### src/rtl/sbr_pkg.sv
// Shared constants and types for the shader binding relocator.
package sbr_pkg;

   // Mark store geometry
   localparam int MAX_IDS     = 4096;
   localparam int ID_WIDTH    = $clog2(MAX_IDS);
   localparam int EPOCH_WIDTH = 8;

   // Module format constants
   localparam logic [31:0] SPV_MAGIC    = 32'h0723_0203;
   localparam logic [2:0]  HEADER_WORDS = 3'd5;
   localparam logic [15:0] OP_VARIABLE  = 16'd59;
   localparam logic [15:0] OP_DECORATE  = 16'd71;
   localparam logic [31:0] SC_UNIFORM   = 32'd2;
   localparam logic [31:0] DEC_BINDING  = 32'd33;
   localparam logic [15:0] MIN_LENGTH   = 16'd4;

   // Request from the parser to the mark store
   typedef struct packed {
      logic                rd_en;     // look up a decoration target
      logic                wr_en;     // mark a uniform variable
      logic                new_pass;  // first word of a marking pass: clear marks
      logic [ID_WIDTH-1:0] id;
   } mark_req_type;

   // One result word
   typedef struct packed {
      logic [31:0] word_out;
      logic        last_out;
      logic        id_overflow;
   } rsp_word_type;

endpackage

### src/rtl/sbr_out_buffer.sv
// Output register with a skid stage for the result channel.
module sbr_out_buffer (
   input  logic                  clock,
   input  logic                  reset,
   input  logic                  load,
   input  sbr_pkg::rsp_word_type load_word,
   output logic                  full,
   output logic                  rsp_valid,
   input  logic                  rsp_stall,
   output sbr_pkg::rsp_word_type rsp_word
);
   import sbr_pkg::*;

   logic         out_vld_ff, out_vld_in;
   logic         skid_vld_ff, skid_vld_in;
   rsp_word_type out_ff, out_in;
   rsp_word_type skid_ff, skid_in;
   logic         take;

   assign take = out_vld_ff && !rsp_stall;

   // Load goes to the output register when it frees, else to the skid
   // (load never comes while the skid is full: input is stalled then)
   always_comb begin
      out_vld_in  = out_vld_ff;
      skid_vld_in = skid_vld_ff;
      out_in      = out_ff;
      skid_in     = skid_ff;
      if (load) begin
         if (!out_vld_ff || take) begin
            out_in     = load_word;
            out_vld_in = 1'b1;
         end else begin
            skid_in     = load_word;
            skid_vld_in = 1'b1;
         end
      end else if (take) begin
         if (skid_vld_ff) begin
            out_in      = skid_ff;
            skid_vld_in = 1'b0;
         end else begin
            out_vld_in = 1'b0;
         end
      end
   end

   always_ff @(posedge clock) begin
      if (reset) begin
         out_vld_ff  <= 1'b0;
         skid_vld_ff <= 1'b0;
      end else begin
         out_vld_ff  <= out_vld_in;
         skid_vld_ff <= skid_vld_in;
      end
   end

   always_ff @(posedge clock) begin
      out_ff  <= out_in;
      skid_ff <= skid_in;
   end

   assign full      = skid_vld_ff;
   assign rsp_valid = out_vld_ff;
   assign rsp_word  = out_ff;

endmodule

### config.mk
export PLATFORM = sky130hd
export DESIGN_NAME = sbr_out_buffer
export DESIGN_NICKNAME = d
export VERILOG_FILES = /design/src/rtl/sbr_pkg.sv /design/src/rtl/sbr_out_buffer.sv
export SDC_FILE = /design/constraint.sdc
export NUM_CORES = 1
export LEC_CHECK = 0
export BUFFER_PORTS_ARGS = -buffer_cell sky130_fd_sc_hd__buf_2
export CORE_MARGIN = 5
export CORE_UTILIZATION = 50
export CTS_CLUSTER_SIZE = 12
export DETAILED_ROUTE_END_ITERATION = 16
export HOLD_SLACK_MARGIN = 0.02
export PLACE_DENSITY = 0.77
export SLEW_MARGIN = 20
export SYNTH_ARGS = -nofsm -noshare
export SYNTH_HDL_FRONTEND = slang
export SYNTH_SLANG_ARGS = --single-unit
export TNS_END_PERCENT = 20
### constraint.sdc
create_clock -name clock -period 3 [get_ports clock]
set_input_delay 0.3 -clock clock [delete_from_list [all_inputs] [get_ports clock]]
set_output_delay 0.3 -clock clock [all_outputs]
set_load 0.03 [all_outputs]
======== Word-level counts from Yosys, hierarchy flattened ========
Cells that the tools add are included.
cells by class
  muxes and demuxes ....................... 11
  reduce and logical (&&, ||, !) cells .... 10
  bitwise logic cells ..................... 1
  equal/unequal tests ..................... 3
operator list
  operator              number
  $mux W34              4
  $mux W1               7
  $reduce_and A3 Y1     2
  $ne A2 B2 Y1 const B  2
  $reduce_and A2 Y1     2
  $reduce_bool A2 Y1    2
  $logic_not A1 Y1      2
  $ne A2 B1 Y1 const B  1
  $logic_and A1 B1 Y1   1
  $logic_or A1 B1 Y1    1
  $not A1 Y1            1
storage, ports and cells
  flip-flop bits (word level) ............. 70
  output and inout bits ................... 36
  bits of input ports ..................... 38
  logic and storage cells ................. 33

======== Longest topological paths before layout ========
Gate-level depths: netlist of run 1.
  depth in word-level cells ............... 5
  gate-level depth with buffers ........... 4
  depth with buffers taken out ............ 2

======== Least setup slack after synthesis of run 1 ========
No wires, ideal clock.
  path kind ............................... flip-flop to flip-flop
  start point ............................. reg out_vld_ff, in the netlist rsp_valid
  end point ............................... reg out_ff, in the netlist rsp_word[0], enable pin
  library setup time ...................... 0.437 ns
  period minus slack after synthesis ...... 2.805 ns
  stages on the path, launching flop included .. 3
  required time ........................... 2.563 ns
  slack ................................... 0.195 ns
  path buffers ............................ 0
  data arrival time ....................... 2.369 ns
  path through ............................ dfxtp_1 a21oi_1 a21oi_1
between the ends
  longest elaborated chain between the ends .. 4
  elaborated cells on any way between the ends .. 6
  classes of those cells .................. eq/ne (1); reduce/logical (5)
RTL lines
  element                                                  RTL line                                    source
  start: declaration                                       sbr_out_buffer.sv:14                        logic out_vld_ff, out_vld_in;
  start signal: assignment                                 sbr_out_buffer.sv:52                        out_vld_ff <= out_vld_in;
  $logic_not A1 Y1 or $logic_and A1 B1 Y1 (tied branches)  sbr_out_buffer.sv:30, sbr_out_buffer.sv:20
  $logic_or A1 B1 Y1                                       sbr_out_buffer.sv:30                        if (!out_vld_ff || take) begin
  $ne A2 B1 Y1 (no source line)                            -
  $reduce_and A3 Y1 (no source line) *                     -
  end signal: assignment                                   sbr_out_buffer.sv:58                        out_ff <= out_in;
  end: declaration                                         sbr_out_buffer.sv:16                        rsp_word_type out_ff, out_in;
Every way passes the cells marked *; elsewhere a longest branch is shown, timed or not.
A chain may end at the register's enable or synchronous reset.

======== Worst setup path in the final report of run 1 ========
  start point ............................. reg out_vld_ff, in the netlist rsp_valid
  end point ............................... reg out_ff, in the netlist rsp_word[28], enable pin
The elaborated chain is that of the path after synthesis.

==> results.yml, run 1 <==
status:
  outcome: "complete, no violations"
synthesis:
  yosys.area_share.simple: 0.00714
  synth_ff_type: "edfxtp_1"
  synth_compound_area_frac: 0.0129
  synth_area_leader_cell: "edfxtp_1"
  synth-seq-area-share: 0.792
  syn_nets: 157
  avgSynthCellArea_sq_um: 22.1
  synth_edf_count: 68
  synthMuxAreaShare: 0.170
  synthCells: 119
  synth_top_family_by_area: "multiplexers"
  synth_fa_ha_area_frac: 0
  yosys-top-cells-area: "edfxtp_1, mux2_4, mux2_2"
  synth_xor_area_frac: 0
  yosys-top-cells-count: "edfxtp_1, mux2_2, mux2_4"
  ys.warnings.count: 0
  ys_types: 13
  synth_seq_cells: 70
  synth_area_sq_mm: 0.00263
  synth.most_common_cell: "edfxtp_1"
  postSynth.asyncResetShare: 0
  synth_top_area_share: 0.777
power_and_ir_drop:
  cellLeakagePower_nw: 1.29
  irDropWorstVdd_mv: 0.272
  power_w: 0.00206
  p_per_area_mw_per_mm2: 629
clocking:
  cts_buffer_depth: 2
  cts_root_buf: "clkbuf_8"
  htreeDepth: 3
  cts_resized: 0
  postCtsHoldBufs: 0
  cts_setup_buffers: 0
  clkSlewWorstSetupHoldPaths_ns: 0.07
  insertion_delay_ns: 0.34
  cts.sinks: 70
  cts_tree: "done"
  cts_made_buffers: 9
critical_path:
  critical_path.top_delay_family: "compound AO/OA/AOI/OAI gates"
  worstPathRequired_ns: 3.03
  path_class: "flip-flop to flip-flop"
  cp_data_arrival_time_ns: 1.91
  worst_setup_path_start_kind: "flip-flop"
  cp-end-kind: "flip-flop"
  r2r_setup_slack_ns: 1.12
  cp_slowest_stage_delay_ns: 0.60
  crit_chain: "a21oi_1, a21oi_4, buf_4"
  path_buf_inv: 1
  slowest_stage: "a21oi_4"
  crit_fanout: 22
die:
  coreArea_sq_mm: 0.00511
  die_h_microns: 82.5
  start_util: 0.514
  io_pins: 74
  rows: 26
  die_w_microns: 82.5
  die_area_sq_mm: 0.00680
global_routing:
  grt_pass1_vias: 1465
  antenna_found_initial: 0
  overflow: 0
  grt_max_degree: 23
  grt_pass1_wl_microns: 7500
  track_usage: 0.158
timing:
  fmax_mhz: 532
  hold_viol_final: 0
  period_share: 0.627
  clock_skew_ns: 0.00540
  worst_pin_slew_ns: 0.736
  fin_crit_ns: 1.88
  setup_tns_ns: 0
  setup_violations: 0
  relSlewSlack: 0.508
  hold_ws_ns: 0.146
  finalMaxSlewViolations: 0
  rsz0062_at_grt: "false"
finish:
  multi_input_area_sq_um: 510
  n_antenna_cell: 0
  nets: 241
  syn2layout_area_growth_pct: 24.4
  drive_above_1_share: 0.611
  fill_cells: 379
  register_area_sq_mm: 0.00208
  final_cell_count_no_fill: 278
worst_hold_path:
  hold_class: "input port to flip-flop"
detailed_routing:
  drtAntennaViolNets: 0
  avgViaCountPerCell: 4.96
  drtIter0Drc: 82
  detail_route.first_pass.iterations: 4
  vias: 1378
  wire_per_inst_microns: 17.7
  routed_wl_microns: 4920
  drc: 0
place:
  hpwl_microns: 3490
  place_congestion: 0.610
  port_buffers: 73
  place_inst: 262
run:
  drv_cap: 0
## worst register-to-register path: stages, from the launching register on
cell     delay [ns]
dfxtp_1        0.47
a21oi_1        0.15
a21oi_4        0.60
buf_4          0.35
## kinds of logic after synthesis
logic type | after synthesis
mux | 34
buf+inv | 6
flops | 70
compound gates | 6
simple gates | 3
## registers in the layout, indices dropped and copies added, names as in the netlist
| signal | flops |
|---|---|
| rsp_word | 34 |
| skid_ff | 34 |
| full | 1 |
| rsp_valid | 1 |
## report_power, final
part	switching (W)	internal (W)	leakage, nW
registers	0.0000139	0.00113	0.656
clock network	0.000325	0.000365	0.0954
logic	0.000141	0.0000825	0.542
total	0.000480	0.00158	1.29
## stage by stage
| step | setup WS, ns | util | cell area (sq um) |
|---|---|---|---|
| 5_1_grt | 0.978 | 0.640 | 3270 |
| 4_1_cts | 1.09 | 0.640 | 3270 |
| 3_3_place_gp | 0.932 | 0.604 | 3080 |
| 2_1_floorplan | 0.195 | - | 2630 |
| 3_5_place_dp | 0.829 | 0.604 | 3080 |
| 6_report | 1.12 | 0.640 | 3270 |
## final timing paths
path	from	to	cells after the start
setup / recovery	rsp_valid$_SDFFE_PP0P_	rsp_word[28]$_DFFE_PP_	3
hold / removal	reset	rsp_valid$_SDFFE_PP0P_	2
setup reg to reg	rsp_valid$_SDFFE_PP0P_	rsp_word[28]$_DFFE_PP_	3
hold reg to reg	full$_SDFFE_PP0P_	full$_SDFFE_PP0P_	2
## cells in the final DEF, fill, tap and decap left out, types with 2 or more instances in the layout
cell | Yosys | final
mux2_4 | 17 | 17
clkinv_2 | 0 | 2
edfxtp_1 | 68 | 68
buf_2 | 1 | 73
dfxtp_1 | 2 | 2
clkbuf_8 | 0 | 12
a21oi_1 | 4 | 3
inv_1 | 2 | 2
mux2_2 | 17 | 17
buf_4 | 0 | 4
## cell type report
class                      instances  share of cell area
clock buffer                      13              0.0517
clock inverter                     3             0.00536
inverter                           2             0.00230
timing repair buffer              77               0.121
tap                               70              0.0268
sequential                        70               0.637
multi-input combinational         43               0.156
## metal layers
metal | routed length (microns) | track usage
met1 | 1890 | 0.182
met2 | 2600 | 0.258
met3 | 309 | 0.0488
met4 | 115 | 0.0931
met5 | 0 | 0
(Power assumes the default switching activity.)
==> inputs of run 2 (changes only) <==
Settings changed: CORE_UTILIZATION 50 to 46, PLACE_DENSITY 0.77 to 0.75.
Clock period 3 ns to 1.6 ns, I/O delays scaled along.
==> run 2 against run 1 <==
Against the previous run:
- via count up 7.5%
- core utilization up 2.0 points
- largest cell class unchanged
- routed wire length up 6.0%
- critical path type unchanged
- non-clock buffer count up 36
- total power up 100%
- sequential share of layout area down 6.6 points
- critical endpoint is now rsp_word[22]$_DFFE_PP_
- register-to-register slack worse by 0.75 ns
- largest power group unchanged
==> results.yml, run 2 (synthesis results as in run 1) <==
detailed_routing:
  detail_route.first_pass.iterations: 4
  drc: 0
  avgViaCountPerCell: 4.69
  vias: 1482
  drtIter0Drc: 75
  wire_per_inst_microns: 16.5
  drtAntennaViolNets: 0
  routed_wl_microns: 5210
clocking:
  cts_root_buf: "clkbuf_8"
  clkSlewWorstSetupHoldPaths_ns: 0.07
  insertion_delay_ns: 0.33
  htreeDepth: 3
  cts_tree: "done"
  cts_made_buffers: 9
  cts.sinks: 70
  cts_resized: 0
  cts_buffer_depth: 2
finish:
  n_antenna_cell: 0
  final_cell_mix: "buf_2, edfxtp_1, dlygate4sd3_1"
  final_common_cell: "buf_2"
  register_area_sq_mm: 0.00209
  drive_above_1_share: 0.549
  syn2layout_area_growth_pct: 39.2
  multi_input_area_sq_um: 512
  nets: 277
  fill_cells: 424
die:
  io_pins: 74
  die_w_microns: 85.6
  die_h_microns: 85.6
  die_area_sq_mm: 0.00732
  start_util: 0.474
  coreArea_sq_mm: 0.00554
  rows: 27
timing:
  hold_viol_final: 0
  worst_pin_slew_ns: 0.308
  rsz0062_at_grt: "false"
  clock_skew_ns: 0.00643
  fin_crit_ns: 1.23
  hold_ws_ns: 0.0313
  period_share: 0.771
  relSlewSlack: 0.795
  fmax_mhz: 810
  finalMaxSlewViolations: 0
  setup_tns_ns: 0
  setup_violations: 0
critical_path:
  crit_chain: "a21oi_1, a21oi_4, buf_4"
  cp-startpoint: "rsp_valid$_SDFFE_PP0P_"
  crit_fanout: 18
  cp_slowest_stage_delay_ns: 0.39
  worst_setup_path_start_kind: "flip-flop"
  slowest_stage: "dfxtp_4"
  cp_data_arrival_time_ns: 1.25
  r2r-start: "rsp_valid$_SDFFE_PP0P_"
  r2r_cells: 3
  worstPathRequired_ns: 1.61
  cp-end-kind: "flip-flop"
  path_class: "flip-flop to flip-flop"
run:
  drv_cap: 0
power_and_ir_drop:
  intPower_w: 0.00320
  switching_share: 0.228
  seqPwrFrac: 0.517
  clkPwrFrac: 0.365
  cellLeakagePower_nw: 1.46
  switchingPower_w: 0.000947
  p_per_area_mw_per_mm2: 1130
  irDropWorstVdd_mv: 0.909
  pwr-share-comb: 0.118
global_routing:
  grt_pass1_wl_microns: 8200
  overflow: 0
  grt_pass1_vias: 1599
  track_usage: 0.151
  antenna_found_initial: 0
  grt_max_degree: 23
place:
  place_congestion: 0.698
  port_buffers: 73
  hpwl_microns: 3300
worst_hold_path:
  min_from: "load_word[21]"
  hold_class: "input port to flip-flop"
  whs_path_depth: 1
status:
  outcome: "complete, no violations"
==> run 2: cell count changes in the layout (fill, tap and decap cells not counted), sizes merged <==
cell	delta
buf	+3
bufinv	+2
clkbuf	-4
clkinv	+3
clkinvlp	-1
dlygate4sd3	+33
==> run 2: stage by stage <==
stage                     power [W]  cells  utilization  worst slack (ns)  instance area, sq um
after CTS                   0.00417    313        0.655             0.370                  3630
after global routing        0.00432    316        0.660             0.296                  3660
after detailed placement    0.00261    267        0.562             0.330                  3110
after floorplan             0.00245    119            -            0.0354                  2650
final                       0.00414    316        0.660             0.366                  3660
after global placement      0.00260    267        0.562             0.371                  3110
==> run 2: routing by layer <==
| layer | share of wire | vias to the layer above | global-route usage | wire length, microns |
|---|---|---|---|---|
| met3 | 0.064 | 7 | 0.0500 | 334 |
| li1 | - | 710 | - | - |
| met4 | 0.016 | 0 | 0.0662 | 82 |
| met1 | 0.39 | 720 | 0.169 | 2010 |
| met5 | 0 | - | 0 | 0 |
| met2 | 0.53 | 45 | 0.261 | 2780 |
==> run 2: area by class of cell <==
class | instances | share of cell area
clock buffer | 9 | 0.0339
clock inverter | 7 | 0.0243
inverter | 2 | 0.00205
multi-input combinational | 43 | 0.140
sequential | 70 | 0.571
tap | 72 | 0.0246
timing repair buffer | 113 | 0.205
==> run 2: critical path, delay by kind of cell (launching register included) <==
family          cells  cell delay (ns)
flops               1             0.39
buf+inv             1             0.29
compound gates      2             0.22
==> run 2: final timing paths <==
path	end	slack [ns]
worst min register to register	full$_SDFFE_PP0P_	0.50
worst max-delay path	rsp_word[22]$_DFFE_PP_	0.37
worst max register to register	rsp_word[22]$_DFFE_PP_	0.37
worst min-delay path	skid_ff[21]$_DFFE_PP_	0.03
==> run 2: what timing repair did <==
| action | 4_1_cts | 5_1_grt |
|---|---|---|
| hold endpoints to repair | 30 | 3 |
| setup buffers | 0 | 0 |
| hold buffers | 30 | 3 |
==> run 2: power groups by stage <==
stage	clock [W]	combinational (W)	sequential [W]
floorplan	0	0.000137	0.00232
global placement	0	0.000418	0.00218
detailed placement	0	0.000427	0.00218
CTS	0.00154	0.000484	0.00214
global route	0.00165	0.000518	0.00215
finish	0.00151	0.000487	0.00214
==> inputs of run 3 (changes only) <==
Clock period 1.6 ns to 1.05 ns, I/O delays scaled along.
==> run 3 against run 2 <==
Against the previous run:
- the flow now finishes with violations (negative setup slack)
- core utilization grew 3.5 points
- non-clock buffer count grew 8
- final cell count grew 2.5%
- largest cell class unchanged
==> results.yml, run 3 (synthesis results as in run 1) <==
status:
  outcome: "complete, but fails checks"
  violations: "negative setup slack"
power_and_ir_drop:
  intPower_w: 0.00541
  cellLeakagePower_nw: 1.54
  power_w: 0.00682
  switching_share: 0.207
  seqPwrFrac: 0.479
  irDropWorstVdd_mv: 0.880
  pwr-share-comb: 0.119
  p_per_area_mw_per_mm2: 1770
  clkPwrFrac: 0.403
  switchingPower_w: 0.00142
die:
  die_area_sq_mm: 0.00732
  io_pins: 74
  rows: 27
  coreArea_sq_mm: 0.00554
  die_h_microns: 85.6
  die_w_microns: 85.6
  start_util: 0.474
place:
  place_inst: 272
  place_congestion: 0.707
  hpwl_microns: 3270
  dpl_cell_area_sq_mm: 0.00322
  pre_cts_ws_ns: -0.0933
  port_buffers: 73
global_routing:
  grt_pass1_wl_microns: 8240
  antenna_found_initial: 0
  grt_pass1_vias: 1661
  track_usage: 0.150
  grt_max_degree: 26
  overflow: 0
timing:
  finalMaxSlewViolations: 0
  fin_ws_ns: -0.0586
  worst_pin_slew_ns: 0.238
  period_share: 1.06
  fmax_mhz: 902
  relSlewSlack: 0.840
  hold_ws_ns: 0.152
  hold_viol_final: 0
  setup_violations: 62
  clock_skew_ns: 0.00583
  rsz0062_at_grt: "true"
  fin_crit_ns: 1.11
worst_hold_path:
  hold_class: "input port to flip-flop"
  min_from: "rsp_stall"
  hold-path-endpoint: "full$_SDFFE_PP0P_"
  whs_path_depth: 3
clocking:
  cts_tree: "done"
  cts_made_buffers: 9
  cts_buffer_depth: 2
  clkSlewWorstSetupHoldPaths_ns: 0.07
  insertion_delay_ns: 0.33
  cts_root_buf: "clkbuf_8"
  htreeDepth: 3
  cts.sinks: 70
critical_path:
  r2r-start: "rsp_valid$_SDFFE_PP0P_"
  r2r_cells: 3
  r2r_end: "rsp_word[6]$_DFFE_PP_"
  worstPathRequired_ns: 1.08
  r2r_setup_slack_ns: -0.06
  cp_data_arrival_time_ns: 1.14
  cp-end-kind: "flip-flop"
  path_class: "flip-flop to flip-flop"
  worst_setup_path_start_kind: "flip-flop"
  crit_fanout: 22
run:
  drv_cap: 0
detailed_routing:
  drtAntennaViolNets: 0
  drc: 0
  vias: 1528
  wire_per_inst_microns: 15.7
  drtIter0Drc: 92
  avgViaCountPerCell: 4.72
  routed_wl_microns: 5090
  detail_route.first_pass.iterations: 4
finish:
  n_antenna_cell: 0
  final_cell_area_sq_mm: 0.00385
  fill_cells: 369
  syn2layout_area_growth_pct: 46.7
  final_common_cell: "buf_2"
  drive_above_1_share: 0.556
  nets: 285
  final_cell_count_no_fill: 324
  final_cell_mix: "buf_2, edfxtp_1, dlygate4sd3_1"
run 3: cell count changes in the layout (fill, tap and decap cells not counted), moves of 2 or more:
cell           change
buf_2              -2
buf_6              +4
dlygate4sd3_1      +2
buf_12             +4
clkinv_2           -3
bufinv_16          +2
run 3: worst max path at each step:
stage	startpoint	to	slack, ns	depth (start not counted)
6_report	rsp_valid$_SDFFE_PP0P_	rsp_word[6]$_DFFE_PP_	-0.06	3
4_1_cts	rsp_valid$_SDFFE_PP0P_	rsp_word[1]$_DFFE_PP_	-0.06	3
2_1_floorplan	rsp_valid$_SDFFE_PP0P_	rsp_word[0]$_DFFE_PP_	-0.45	2
5_1_grt	rsp_valid$_SDFFE_PP0P_	rsp_word[1]$_DFFE_PP_	-0.11	3
3_3_place_gp	load	rsp_word[17]$_DFFE_PP_	-0.08	3
3_5_place_dp	load	rsp_word[6]$_DFFE_PP_	-0.09	3
run 3: worst max-delay path: stages (launching register included):
cell and delay (ns):
dfxtp_4 0.38, a21oi_4 0.06, a21oi_4 0.17, buf_12 0.19
run 3: layout make-up:
type | instances | area [sq um] | share of cell area
clock buffers | 9 | 124 | 0.0321
flip-flops and latches | 70 | 2090 | 0.542
inverters | 2 | 7.51 | 0.00195
clock inverters | 7 | 136 | 0.0354
multi-input cells | 43 | 523 | 0.136
well taps | 72 | 90.1 | 0.0234
repair buffers | 121 | 883 | 0.229
run 3: power groups by stage:
stage,combinational [W],sequential (W),clock [W]
global route,0.000862,0.00328,0.00297
finish,0.000811,0.00327,0.00275
detailed placement,0.000698,0.00333,0
floorplan,0.000211,0.00353,0
global placement,0.000683,0.00332,0
CTS,0.000813,0.00327,0.00282
run 3: timing repair:
item / in CTS / in global routing
setup endpoints to repair: 70 / 80
gates resized for setup: 5 / 1
endpoints found under the hold margin: 36 / 0
hold buffers: 35 / 0
buffers inserted: 1 / 0
run 3: routing by layer:
| metal | vias to the layer above | routed length (microns) | part of all wire | track usage |
|---|---|---|---|---|
| met2 | 70 | 2340 | 0.46 | 0.221 |
| met5 | - | 0 | 0 | 0 |
| met3 | 10 | 408 | 0.080 | 0.0442 |
| met1 | 723 | 2230 | 0.44 | 0.202 |
| met4 | 0 | 106 | 0.021 | 0.0777 |
| li1 | 725 | - | - | - |
run 3: per-stage QoR:
| step | util | TNS, ns |
|---|---|---|
| floorplan | - | -26.66 |
| global placement | 0.580 | -5.08 |
| detailed placement | 0.580 | -5.84 |
| CTS | 0.695 | -3.14 |
| global route | 0.696 | -5.70 |
| finish | 0.696 | -2.79 |
