--- config.mk ---
export PLATFORM = sky130hd
export DESIGN_NAME = sbr_parser
export DESIGN_NICKNAME = d
export VERILOG_FILES = /design/src/rtl/sbr_pkg.sv /design/src/rtl/sbr_parser.sv
export SDC_FILE = /design/constraint.sdc
export NUM_CORES = 1
export LEC_CHECK = 0
export BUFFER_PORTS_ARGS = -buffer_cell sky130_fd_sc_hd__buf_4
export CAP_MARGIN = 20
export CELL_PAD_IN_SITES_DETAIL_PLACEMENT = 2
export CELL_PAD_IN_SITES_GLOBAL_PLACEMENT = 2
export CORE_ASPECT_RATIO = 1.1
export CORE_MARGIN = 1.5
export CORE_UTILIZATION = 35
export CTS_CLUSTER_DIAMETER = 120
export CTS_CLUSTER_SIZE = 30
export DETAILED_ROUTE_END_ITERATION = 7
export GPL_TIMING_DRIVEN = 0
export PLACE_DENSITY = 0.89
export SETUP_SLACK_MARGIN = 0.15
export SLEW_MARGIN = 20
export SYNTH_ARGS = -nofsm -noshare
export SYNTH_HDL_FRONTEND = slang
export SYNTH_SLANG_ARGS = --single-unit
--- constraint.sdc ---
create_clock -name clock -period 5.65 [get_ports clock]
set_clock_uncertainty 0.15 [all_clocks]
set_input_delay 0.2825 -clock clock [delete_from_list [all_inputs] [get_ports clock]]
set_output_delay 0.2825 -clock clock [all_outputs]
set_load 0.1 [all_outputs]
--- src/rtl/sbr_pkg.sv ---
// Shared constants and types for the shader binding relocator.
package sbr_pkg;

   // Mark store geometry
   localparam int MAX_IDS     = 4096;
   localparam int ID_WIDTH    = $clog2(MAX_IDS);
   localparam int EPOCH_WIDTH = 8;

   // Module format constants
   localparam logic [31:0] SPV_MAGIC    = 32'h0723_0203;
   localparam logic [2:0]  HEADER_WORDS = 3'd5;
   localparam logic [15:0] OP_VARIABLE  = 16'd59;
   localparam logic [15:0] OP_DECORATE  = 16'd71;
   localparam logic [31:0] SC_UNIFORM   = 32'd2;
   localparam logic [31:0] DEC_BINDING  = 32'd33;
   localparam logic [15:0] MIN_LENGTH   = 16'd4;

   // Request from the parser to the mark store
   typedef struct packed {
      logic                rd_en;     // look up a decoration target
      logic                wr_en;     // mark a uniform variable
      logic                new_pass;  // first word of a marking pass: clear marks
      logic [ID_WIDTH-1:0] id;
   } mark_req_type;

   // One result word
   typedef struct packed {
      logic [31:0] word_out;
      logic        last_out;
      logic        id_overflow;
   } rsp_word_type;

endpackage

--- src/rtl/sbr_parser.sv ---
// Instruction framing, uniform marking and binding patch for each word.
module sbr_parser (
   input  logic                  clock,
   input  logic                  reset,
   input  logic                  accept,
   input  logic [31:0]           word_in,
   input  logic                  pass_select,
   input  logic                  last_word,
   input  logic [31:0]           binding_shift,
   input  logic                  mark_hit,
   output sbr_pkg::mark_req_type mark_req,
   output logic                  rsp_load,
   output sbr_pkg::rsp_word_type rsp_word
);
   import sbr_pkg::*;

   logic [2:0]          hdr_cnt_ff, hdr_cnt_in;
   logic                magic_ff, magic_in;
   logic                halted_ff, halted_in;
   logic [15:0]         len_ff, len_in;
   logic [15:0]         pos_ff, pos_in;
   logic                is_var_ff, is_var_in;
   logic                is_dec_ff, is_dec_in;
   logic [ID_WIDTH-1:0] tgt_id_ff, tgt_id_in;
   logic                tgt_oob_ff, tgt_oob_in;
   logic                bind_dec_ff, bind_dec_in;
   logic                ovf_ff, ovf_in;
   logic [31:0]         result;
   logic [15:0]         word_len;
   logic [15:0]         pos_next;
   logic                word_oob;

   assign word_len = word_in[31:16];
   assign pos_next = pos_ff + 16'd1;
   assign word_oob = (word_in >= 32'(MAX_IDS));

   // Per-word parse step
   always_comb begin
      hdr_cnt_in  = hdr_cnt_ff;
      magic_in    = magic_ff;
      halted_in   = halted_ff;
      len_in      = len_ff;
      pos_in      = pos_ff;
      is_var_in   = is_var_ff;
      is_dec_in   = is_dec_ff;
      tgt_id_in   = tgt_id_ff;
      tgt_oob_in  = tgt_oob_ff;
      bind_dec_in = bind_dec_ff;
      ovf_in      = ovf_ff;
      result      = word_in;
      mark_req    = '0;
      mark_req.id = tgt_id_ff;

      if (accept) begin
         mark_req.new_pass = (hdr_cnt_ff == 3'd0) && !pass_select;

         if (hdr_cnt_ff < HEADER_WORDS) begin
            // header words
            if (hdr_cnt_ff == 3'd0) begin
               magic_in = (word_in == SPV_MAGIC);
            end
            hdr_cnt_in = hdr_cnt_ff + 3'd1;
         end else if (magic_ff && !halted_ff) begin
            if (pos_ff == 16'd0) begin
               // instruction word: zero length halts parsing
               if (word_len == 16'd0) begin
                  halted_in = 1'b1;
               end else begin
                  is_var_in = (word_in[15:0] == OP_VARIABLE) && (word_len >= MIN_LENGTH);
                  is_dec_in = (word_in[15:0] == OP_DECORATE) && (word_len >= MIN_LENGTH);
                  len_in    = word_len;
                  pos_in    = (word_len == 16'd1) ? 16'd0 : 16'd1;
               end
            end else begin
               if (is_var_ff) begin
                  // result ID, then storage class
                  if (pos_ff == 16'd2) begin
                     tgt_id_in  = word_in[ID_WIDTH-1:0];
                     tgt_oob_in = word_oob;
                  end else if (pos_ff == 16'd3 && !pass_select && word_in == SC_UNIFORM) begin
                     if (tgt_oob_ff) begin
                        ovf_in = 1'b1;
                     end else begin
                        mark_req.wr_en = 1'b1;
                     end
                  end
               end else if (is_dec_ff) begin
                  // target (look up its mark now), decoration, then operand
                  if (pos_ff == 16'd1) begin
                     tgt_id_in      = word_in[ID_WIDTH-1:0];
                     tgt_oob_in     = word_oob;
                     mark_req.rd_en = 1'b1;
                     mark_req.id    = word_in[ID_WIDTH-1:0];
                  end else if (pos_ff == 16'd2) begin
                     bind_dec_in = (word_in == DEC_BINDING);
                  end else if (pos_ff == 16'd3 && pass_select && bind_dec_ff
                               && !tgt_oob_ff && mark_hit) begin
                     result = word_in + binding_shift;
                  end
               end
               pos_in = (pos_next >= len_ff) ? 16'd0 : pos_next;
            end
         end

         // end of module restarts framing
         if (last_word) begin
            hdr_cnt_in = 3'd0;
            magic_in   = 1'b0;
            halted_in  = 1'b0;
            pos_in     = 16'd0;
         end
      end
   end

   assign rsp_load             = accept && pass_select;
   assign rsp_word.word_out    = result;
   assign rsp_word.last_out    = last_word;
   assign rsp_word.id_overflow = ovf_in;

   // Control state
   always_ff @(posedge clock) begin
      if (reset) begin
         hdr_cnt_ff <= 3'd0;
         magic_ff   <= 1'b0;
         halted_ff  <= 1'b0;
         pos_ff     <= 16'd0;
         ovf_ff     <= 1'b0;
      end else begin
         hdr_cnt_ff <= hdr_cnt_in;
         magic_ff   <= magic_in;
         halted_ff  <= halted_in;
         pos_ff     <= pos_in;
         ovf_ff     <= ovf_in;
      end
   end

   // Instruction payload, always written before use inside an instruction
   always_ff @(posedge clock) begin
      len_ff      <= len_in;
      is_var_ff   <= is_var_in;
      is_dec_ff   <= is_dec_in;
      tgt_id_ff   <= tgt_id_in;
      tgt_oob_ff  <= tgt_oob_in;
      bind_dec_ff <= bind_dec_in;
   end

endmodule

### Word-level counts from Yosys, hierarchy flattened

Cells that the tools add are included.

| storage, ports and cells | value |
|---|---|
| input port bits | 70 |
| logic and storage cells | 124 |
| flip-flop bits (word level) | 54 |
| output and inout port bits | 50 |

| operators by class | value |
|---|---|
| equal/unequal tests | 12 |
| reductions and logical operators | 32 |
| bitwise operators | 5 |
| $lt $le $gt $ge | 4 |
| $add $sub $neg | 3 |
| muxes and demuxes | 57 |

Operators with widths:

| cell | count |
|---|---|
| $mux 32 | 9 |
| $mux 12 | 8 |
| $mux 16 | 6 |
| $add 32x32->32 | 1 |
| $eq 16x1->1 const B | 2 |
| $eq 16x2->1 const B | 2 |
| $eq 32x2->1 const B | 1 |
| $eq 32x27->1 const B | 1 |
| $eq 32x6->1 const B | 1 |
| $ge 32x13->1 const B | 1 |
| $logic_not 16->1 | 2 |
| $mux 1 | 28 |
| $add 16x1->16 const B | 1 |
| $eq 16x6->1 const B | 1 |
| $eq 16x7->1 const B | 1 |
| $ge 16x16->1 | 1 |
| $ge 16x3->1 const B | 1 |
| $mux 15 | 1 |
| $reduce_and 5->1 | 3 |
| $reduce_bool 2->1 | 7 |
| $logic_and 1x1->1 | 11 |
| $reduce_and 8->1 | 1 |
| $reduce_and 7->1 | 1 |
| $mux 2 | 3 |
| other kinds (12) | 19 |

### Logic depth before layout (Yosys ltp)

Gate-level depths: netlist of the first run.

| logic depth | value |
|---|---|
| word-level depth | 14 |
| depth in mapped cells | 15 |
| gate-level depth less buffers | 13 |

### Worst setup path before layout of the first run

OpenSTA, ideal clock, no wires.

| path | value |
|---|---|
| path type | input to output |
| from | input port word_in[12] |
| to | output port mark_req[13] in the netlist's numbering |
| stages | 6 |
| slack | 605 ps |
| arrival time | 4612 ps |
| buffers on the path | 0 |
| data required time | 5218 ps |
| cell sequence | or4_1 > or4_1 > or3_4 > nor3_2 > nand4_1 > nor4_1 |

RTL lines:

| what | line | text |
|---|---|---|
| from (decl) | sbr_parser.sv:6 | `input logic [31:0] word_in,` |
| to (decl) | sbr_parser.sv:11 | `output sbr_pkg::mark_req_type mark_req,` |

### Worst setup path in the final report of the first run

| path | value |
|---|---|
| from | register pos_ff[0] |
| to | register pos_ff[8] |

| on the way | value |
|---|---|
| cells in the longest elaborated chain, start to end | 7 |

Ends and longest elaborated chain:

| what | line | text |
|---|---|---|
| from (decl) | sbr_parser.sv:21 | `logic [15:0] pos_ff, pos_in;` |
| from (signal assigned) | sbr_parser.sv:132 | `pos_ff <= pos_in;` |
| $add 16x1->16 | sbr_parser.sv:34 | `assign pos_next = pos_ff + 16'd1;` |
| $ge 16x16->1 | sbr_parser.sv:101 | `pos_in = (pos_next >= len_ff) ? 16'd0 : pos_next;` |
| $mux 16 | sbr_parser.sv:101 |  |
| $mux 16 | sbr_parser.sv:64 | `if (pos_ff == 16'd0) begin` |
| $mux 16 | sbr_parser.sv:63 | `end else if (magic_ff && !halted_ff) begin` |
| $mux 16 | sbr_parser.sv:57 | `if (hdr_cnt_ff < HEADER_WORDS) begin` |
| $mux 16 | sbr_parser.sv:106 | `if (last_word) begin` |

Several ways; a longest one is shown, not always the timed one. The select of a mux whose other input is x is not followed.
A chain may end at the register's enable or synchronous reset.

==> reports/metrics.cfg, run 1 <==
[outcome]
outcome=finished clean

[critical_path]
worst_setup_path_start_kind=flip-flop
path_class=reg -> reg
cp_cell_sequence=ha_1 -> nand3_1 -> nor2_1 -> and3_1 -> and3_1 -> clkbuf_1 -> nand3_1 -> xnor2_1 -> ha_1 -> a21o_1 -> a2111oi_0 -> clkbuf_1 -> nand3_1 -> a311oi_1
cp_slowest_stage_delay_ns=0.62
r2r-end=pos_ff[8]
rrSetupSlack_ns=0.58
ff2ff_path_depth=14
critPathTopFamily=simple AND/OR/NAND/NOR gates
worstPathRequired_ns=5.70
setup.worst_path.end_class=flip-flop
crit_arrival_ns=5.12
reg2reg_from=pos_ff[0]
critPathBufInv=2
path_common_cell=nand3_1
cp_max_fo=10
critPathSlowestCell=a2111oi_0

[pwr]
p_int_uw=723.7
swShare_pct=37.12
cellPowerDensity_nw_per_um2=179.7
comb_power_share_pct=35.9
p_leak_uw=0.002757
p_sw_uw=427.2
ir_drop_uv=152.2
seqPwrFrac_pct=36.4
clkPwrFrac_pct=27.7
finalPower_uw=1151

[route]
wl_per_cell_um=23.82
drcViolationCount=0
viasPerCell=5.967
vias=5502
ant_nets=0
wl_met1_um=8681
top_layer_used=met4
firstDrtPassIters=4
met3_length_um=739
drtIter0Drc=265
wl_met2_um=11700
wirelength_um=21960

[sta]
rsz0062_at_grt=no
hold_ws_ns=0.03900
period_share_pct=89.81
slew_headroom_pct=44.87
max_freq_mhz=197.1
timing_worst_slew_pin_value_ns=0.8060
finalHoldViolCount=0
setup-violations-final=0
fin_crit_ns=5.074
slew_violations=0
setup-tns-final_ns=0

[clock_tree]
ctsHoldBuffers=0
cts_buffers=5
cts_root_buf=clkbuf_16
clock_latency_ns=0.30
cts_tree=done
cts_buffer_depth=2
path_clk_slew_ns=0.07
clock_sinks=54
cts_resized=0
cts_max_level=2
post_cts.repair.setup_buffers=0

[cells_and_area]
diodes=0
fillers=1616
multi_input_area_um2=3508
nets=853
regArea_um2=1401
area.growth.synth_to_final_pct=24.98
drive_gt1_share_pct=23.84
fin_area_um2=6405

[yosys]
syn_area_um2=5125
ys_types=60
synth-seq-cells=54
post-synth-top-area-fraction_pct=18.75
synthCells=603
avgSynthCellArea_um2=8.499
synth_nets=727
synth_edf_count=32
yosys_warnings=0
yosysTopAreaCell=edfxtp_1
synth_flop_cell=edfxtp_1
yosysSeqAreaShare_pct=27.34
synthTopCellsByArea=edfxtp_1, ha_1, dfxtp_1
synth-async-reset-ratio_pct=0

[placed_design]
dpl_cell_area_um2=6264
gp_congestion=0.8500
portBuffers=118
dpl.hpwl_um=17100

[floorplan]
initial_core_util_pct=35.62
fp.dieH_um=129.9
fp.dieW_um=118.4
ioPinCount=120
coreArea_um2=14390
num_rows=46
die-area_um2=15380

[hold_path]
min-delay-start=word_in[31]
hold_path_depth=1
worstHoldEndpoint=len_ff[15]
hold_class=in -> reg

[grt]
grtUsageTotal_pct=28.57
gr-total-overflow=0
grt_pass1_vias=6422
grt_max_degree=16
grt_pass1_wl_um=34480
antenna_found_initial=0

[run]
maxCapViolations=0

[layer usage]
metal,global-route usage [%],vias to the layer above
met5,0,-
met4,13.68,0
li1,-,2506
met1,31.44,2781
met3,3.103,57
met2,55.16,158
[layout by cell type, fill, tap and decap left out, types with 3 or more instances in the layout]
cell	Yosys	layout
buf_4	2	121
nand2_1	59	59
ha_1	53	53
nor2_1	43	43
o21ai_0	41	41
a21oi_1	38	37
edfxtp_1	32	32
inv_1	26	26
mux2_2	26	26
xor2_1	23	23
clkbuf_1	20	22
dfxtp_1	22	22
nand3_1	21	21
a21o_1	20	20
xnor2_1	18	18
nand4_1	13	13
a211oi_1	11	11
a311oi_1	11	11
and3_1	10	10
nor3_1	10	9
a41oi_1	9	9
a31oi_1	9	9
nor4_1	7	7
o21a_1	7	7
nor2b_1	6	6
buf_2	5	5
nand4b_1	5	5
clkbuf_16	0	5
or4_1	4	4
and2_1	4	4
nand3b_1	4	4
nor3b_1	4	4
nor4_2	3	3
or2_2	3	3
[cell usage after synthesis (2+ instances only)]
master and instances:
edfxtp_1 32, a311oi_1 11, o21ai_1 2, a32oi_1 2, o21a_1 7, nor2_1 43
a211oi_1 11, xnor2_1 18, nand3b_1 4, nor4_1 7, nor3b_1 4, nor4_2 3
buf_2 5, a21oi_1 38, nand4b_1 5, or2_2 3, xor2_1 23, o21ai_0 41
a41oi_1 9, nand4_1 13, mux2_2 26, nand2_1 59, a21o_1 20, a31oi_1 9
o21bai_1 2, or4_1 4, o211ai_1 2, a2111oi_0 2, nor3_1 10, buf_4 2
ha_1 53, and3_1 10, and2_1 4, o31ai_1 2, nor2b_1 6, nand2b_1 2
inv_1 26, clkbuf_1 20, dfxtp_1 22, nand3_1 21
[power groups by stage]
stage	registers, µW	clock network, µW	logic, µW
2_1_floorplan	427	0	269
3_3_place_gp	427	0	382
3_5_place_dp	428	0	407
4_1_cts	419	316	413
5_1_grt	419	330	442
6_report	419	318	414
[logic make-up after synthesis]
kind of cell               Yosys count  synth area share, %
and+or+nand+nor                    208                21.22
AOI/OAI and AO/OA                  165                20.83
buffers and inverters               54                4.370
adders and majority gates           54                13.33
DFF                                 54                27.34
xor gates and xnor gates            41                7.007
muxes                               27                5.908
[worst register-to-register path, stage by stage (launching register included)]
cell and delay, ns:
dfxtp_1 0.53, ha_1 0.41, nand3_1 0.18, nor2_1 0.35, and3_1 0.34, and3_1 0.19
clkbuf_1 0.22, nand3_1 0.14, xnor2_1 0.30, ha_1 0.31, a21o_1 0.18, a2111oi_0 0.62
clkbuf_1 0.54, nand3_1 0.20, a311oi_1 0.32
[how the worst max path moves through the flow]
| stage | start | endpoint | slack, ns | depth (start not counted) |
|---|---|---|---|---|
| after floorplan | word_in[12] | mark_req[13] | 0.61 | 6 |
| after global placement | pos_ff[0] | pos_ff[8] | 1.13 | 14 |
| after detailed placement | pos_ff[0] | pos_ff[8] | 0.82 | 14 |
| after CTS | pos_ff[0] | pos_ff[5] | 0.67 | 14 |
| after global routing | pos_ff[0] | pos_ff[8] | 0.40 | 14 |
| final | pos_ff[0] | pos_ff[8] | 0.58 | 14 |
[cell type report]
type	count	share of cell area, %
multi-input cells	495	54.78
flip-flops and latches	54	21.88
repair buffers	119	13.95
well taps	192	3.751
clock buffers	8	2.149
plain buffers	28	1.973
inverters	26	1.524
[stage by stage]
stage / cells / util, % / setup slack, ns
floorplan: 603 / - / 0.6052
detailed placement: 914 / 43.53 / 0.8162
global placement: 913 / 43.44 / 1.133
CTS: 922 / 44.49 / 0.6708
finish: 922 / 44.51 / 0.5757
global route: 922 / 44.51 / 0.4014
[state kept, by name, summed over array words and instances (netlist names)]
signal	cells
bind_dec_ff	1
tgt_oob_ff	1
is_dec_ff	1
is_var_ff	1
ovf_ff	1
magic_ff	1
len_ff	16
tgt_id_ff	12
hdr_cnt_ff	3
halted_ff	1
pos_ff	16
Note: power is estimated with default switching activity, not from simulation.
==> run 2: changes to the inputs <==
--- a/config.mk
+++ b/config.mk
@@ -11,14 +11,13 @@
 export CELL_PAD_IN_SITES_GLOBAL_PLACEMENT = 2
 export CORE_ASPECT_RATIO = 1.1
 export CORE_MARGIN = 1.5
-export CORE_UTILIZATION = 35
+export CORE_UTILIZATION = 29
 export CTS_CLUSTER_DIAMETER = 120
 export CTS_CLUSTER_SIZE = 30
 export DETAILED_ROUTE_END_ITERATION = 7
 export GPL_TIMING_DRIVEN = 0
-export PLACE_DENSITY = 0.89
+export PLACE_DENSITY = 0.79
 export SETUP_SLACK_MARGIN = 0.15
-export SLEW_MARGIN = 20
 export SYNTH_ARGS = -nofsm -noshare
 export SYNTH_HDL_FRONTEND = slang
 export SYNTH_SLANG_ARGS = --single-unit
==> constraint.sdc (replaced) <==
create_clock -name clock -period 4.44 [get_ports clock]
set_clock_uncertainty 0.15 [all_clocks]
set_input_delay 0.222 -clock clock [delete_from_list [all_inputs] [get_ports clock]]
set_output_delay 0.222 -clock clock [all_outputs]
set_load 0.1 [all_outputs]
==> run 2 against run 1 <==
- sequential share of layout area shrank 0.72 points
- largest power group unchanged
- clock power grew 29%
- non-clock buffer count grew 11
- die area grew 20%
- utilization shrank 5.8 points
- clock-buffer cell count shrank 1
- critical path type is now in -> out
==> reports/metrics.cfg, run 2 (synthesis gave the netlist of run 1 again) <==
[outcome]
outcome=finished clean

[pwr]
clkPwrFrac_pct=27.9
p_int_uw=938.3
swShare_pct=36.03
seqPwrFrac_pct=36.3
p_leak_uw=0.002842
comb_power_share_pct=35.8
finalPower_uw=1467
cellPowerDensity_nw_per_um2=221.1
ir_drop_uv=125.5
p_sw_uw=528.4

[cells_and_area]
utilization_pct=38.70
nets=864
regArea_um2=1404
diodes=0
drive_gt1_share_pct=25.24
mostFrequentLayoutCells=buf_4, nand2_1, ha_1, nor2_1, a21oi_1
largestRegisters=len_ff x16, pos_ff x16, tgt_id_ff x12
fillers=1959
area.growth.synth_to_final_pct=29.44
final_common_cell=buf_4
multi_input_area_um2=3556

[run]
maxCapViolations=0

[critical_path]
critPathSlowestCell=dlygate4sd3_1
cp_cell_sequence=dlygate4sd3_1 -> buf_4 -> ha_1 -> clkbuf_2 -> nand4_1 -> nor3_1 -> o21ai_0 -> a21o_1 -> a21o_1 -> a311oi_1 -> nor3_1 -> or3b_1 -> xnor2_1 -> buf_6
cp_slowest_stage_delay_ns=0.53
setup.worst_path.end_class=output port
path_class=in -> out
critPathLaunch=word_in[18]
worstPathRequired_ns=4.07
worst_setup_path_start_kind=primary input
cp_max_fo=9
reg2reg_from=pos_ff[0]
crit_arrival_ns=3.76

[floorplan]
die-area_um2=18480
fp.dieH_um=142.4
coreArea_um2=17140
fp.dieW_um=129.8
num_rows=50
initial_core_util_pct=29.90
ioPinCount=120

[grt]
grt_pass1_vias=5982
gr-total-overflow=0
grt_pass1_wl_um=31420
grt_max_degree=16
antenna_found_initial=0
grtUsageTotal_pct=21.51

[sta]
period_share_pct=93.16
hold_ws_ns=0.01428
finalHoldViolCount=0
rsz0062_at_grt=no
timing_worst_slew_pin_value_ns=0.8948
max_freq_mhz=241.8
slew_headroom_pct=38.80
setup-violations-final=0
fin_crit_ns=4.136
slew_violations=0
setup-tns-final_ns=0

[route]
wirelength_um=19660
drcViolationCount=0
viasPerCell=5.381
ant_nets=0
vias=5246
firstDrtPassIters=5
drtIter0Drc=141
wl_per_cell_um=20.16

[placed_design]
gp_congestion=0.8293
portBuffers=118
dpl.hpwl_um=15740

[clock_tree]
path_clk_slew_ns=0.07
cts_tree=done
clock_sinks=54
clock_latency_ns=0.30
cts_buffers=5
cts_root_buf=clkbuf_16
cts_max_level=2
cts_buffer_depth=2
post_cts.repair.setup_buffers=0

[hold_path]
hold_class=in -> reg
min-delay-start=word_in[21]

-- run 2: path summary, 6_finish.rpt --
| path | to | slack (ns) | cells after the start |
|---|---|---|---|
| worst min-delay path | len_ff[5] | 0.01 | 1 |
| worst min register to register | magic_ff | 0.31 | 2 |
| worst max-delay path | rsp_word[33] | 0.30 | 14 |
| worst max register to register | pos_ff[6] | 0.49 | 14 |
-- run 2: critical path: cells and delay by family --
family | cells | cell delay [ns]
fa+ha+maj | 1 | 0.27
xor+xnor | 1 | 0.19
buf+inv | 4 | 1.12
simple gates | 4 | 0.98
compound gates | 4 | 0.95
-- run 2: metrics by stage --
step	setup slack, ns	instance area, µm²	instances
after global routing	0.1605	6634	975
final	0.3039	6634	975
after CTS	0.1971	6589	974
after global placement	-0.1060	6315	955
after floorplan	0.07275	5136	603
after detailed placement	-0.2167	6327	956
-- run 2: layer usage --
layer	part of all wire (%)	global-route usage, %	vias to the layer above
met5	0	0	-
met4	2.1	6.316	0
met3	2.5	2.256	22
met2	52	39.68	97
met1	43	26.04	2600
li1	-	-	2527
-- run 2: area by class of cell --
class,instances,area share [%]
multi-input combinational,495,53.60
clock buffer,7,2.150
inverter,26,1.471
tap,234,4.413
buffer,28,1.980
timing repair buffer,130,15.15
clock inverter,1,0.07544
sequential,54,21.16
-- run 2: repair_timing --
action                                  CTS  global route
hold buffers                             10             0
gates resized for setup                   6            10
pin swaps                                 0             0
hold endpoints to repair                 10             0
endpoints found under the setup margin   16            17
-- run 2: power groups by stage --
stage,clock [µW],sequential (µW),combinational (µW)
2_1_floorplan,0,543,345
5_1_grt,433,533,566
3_5_place_dp,0,544,513
6_report,409,533,525
3_3_place_gp,0,544,492
4_1_cts,415,533,524
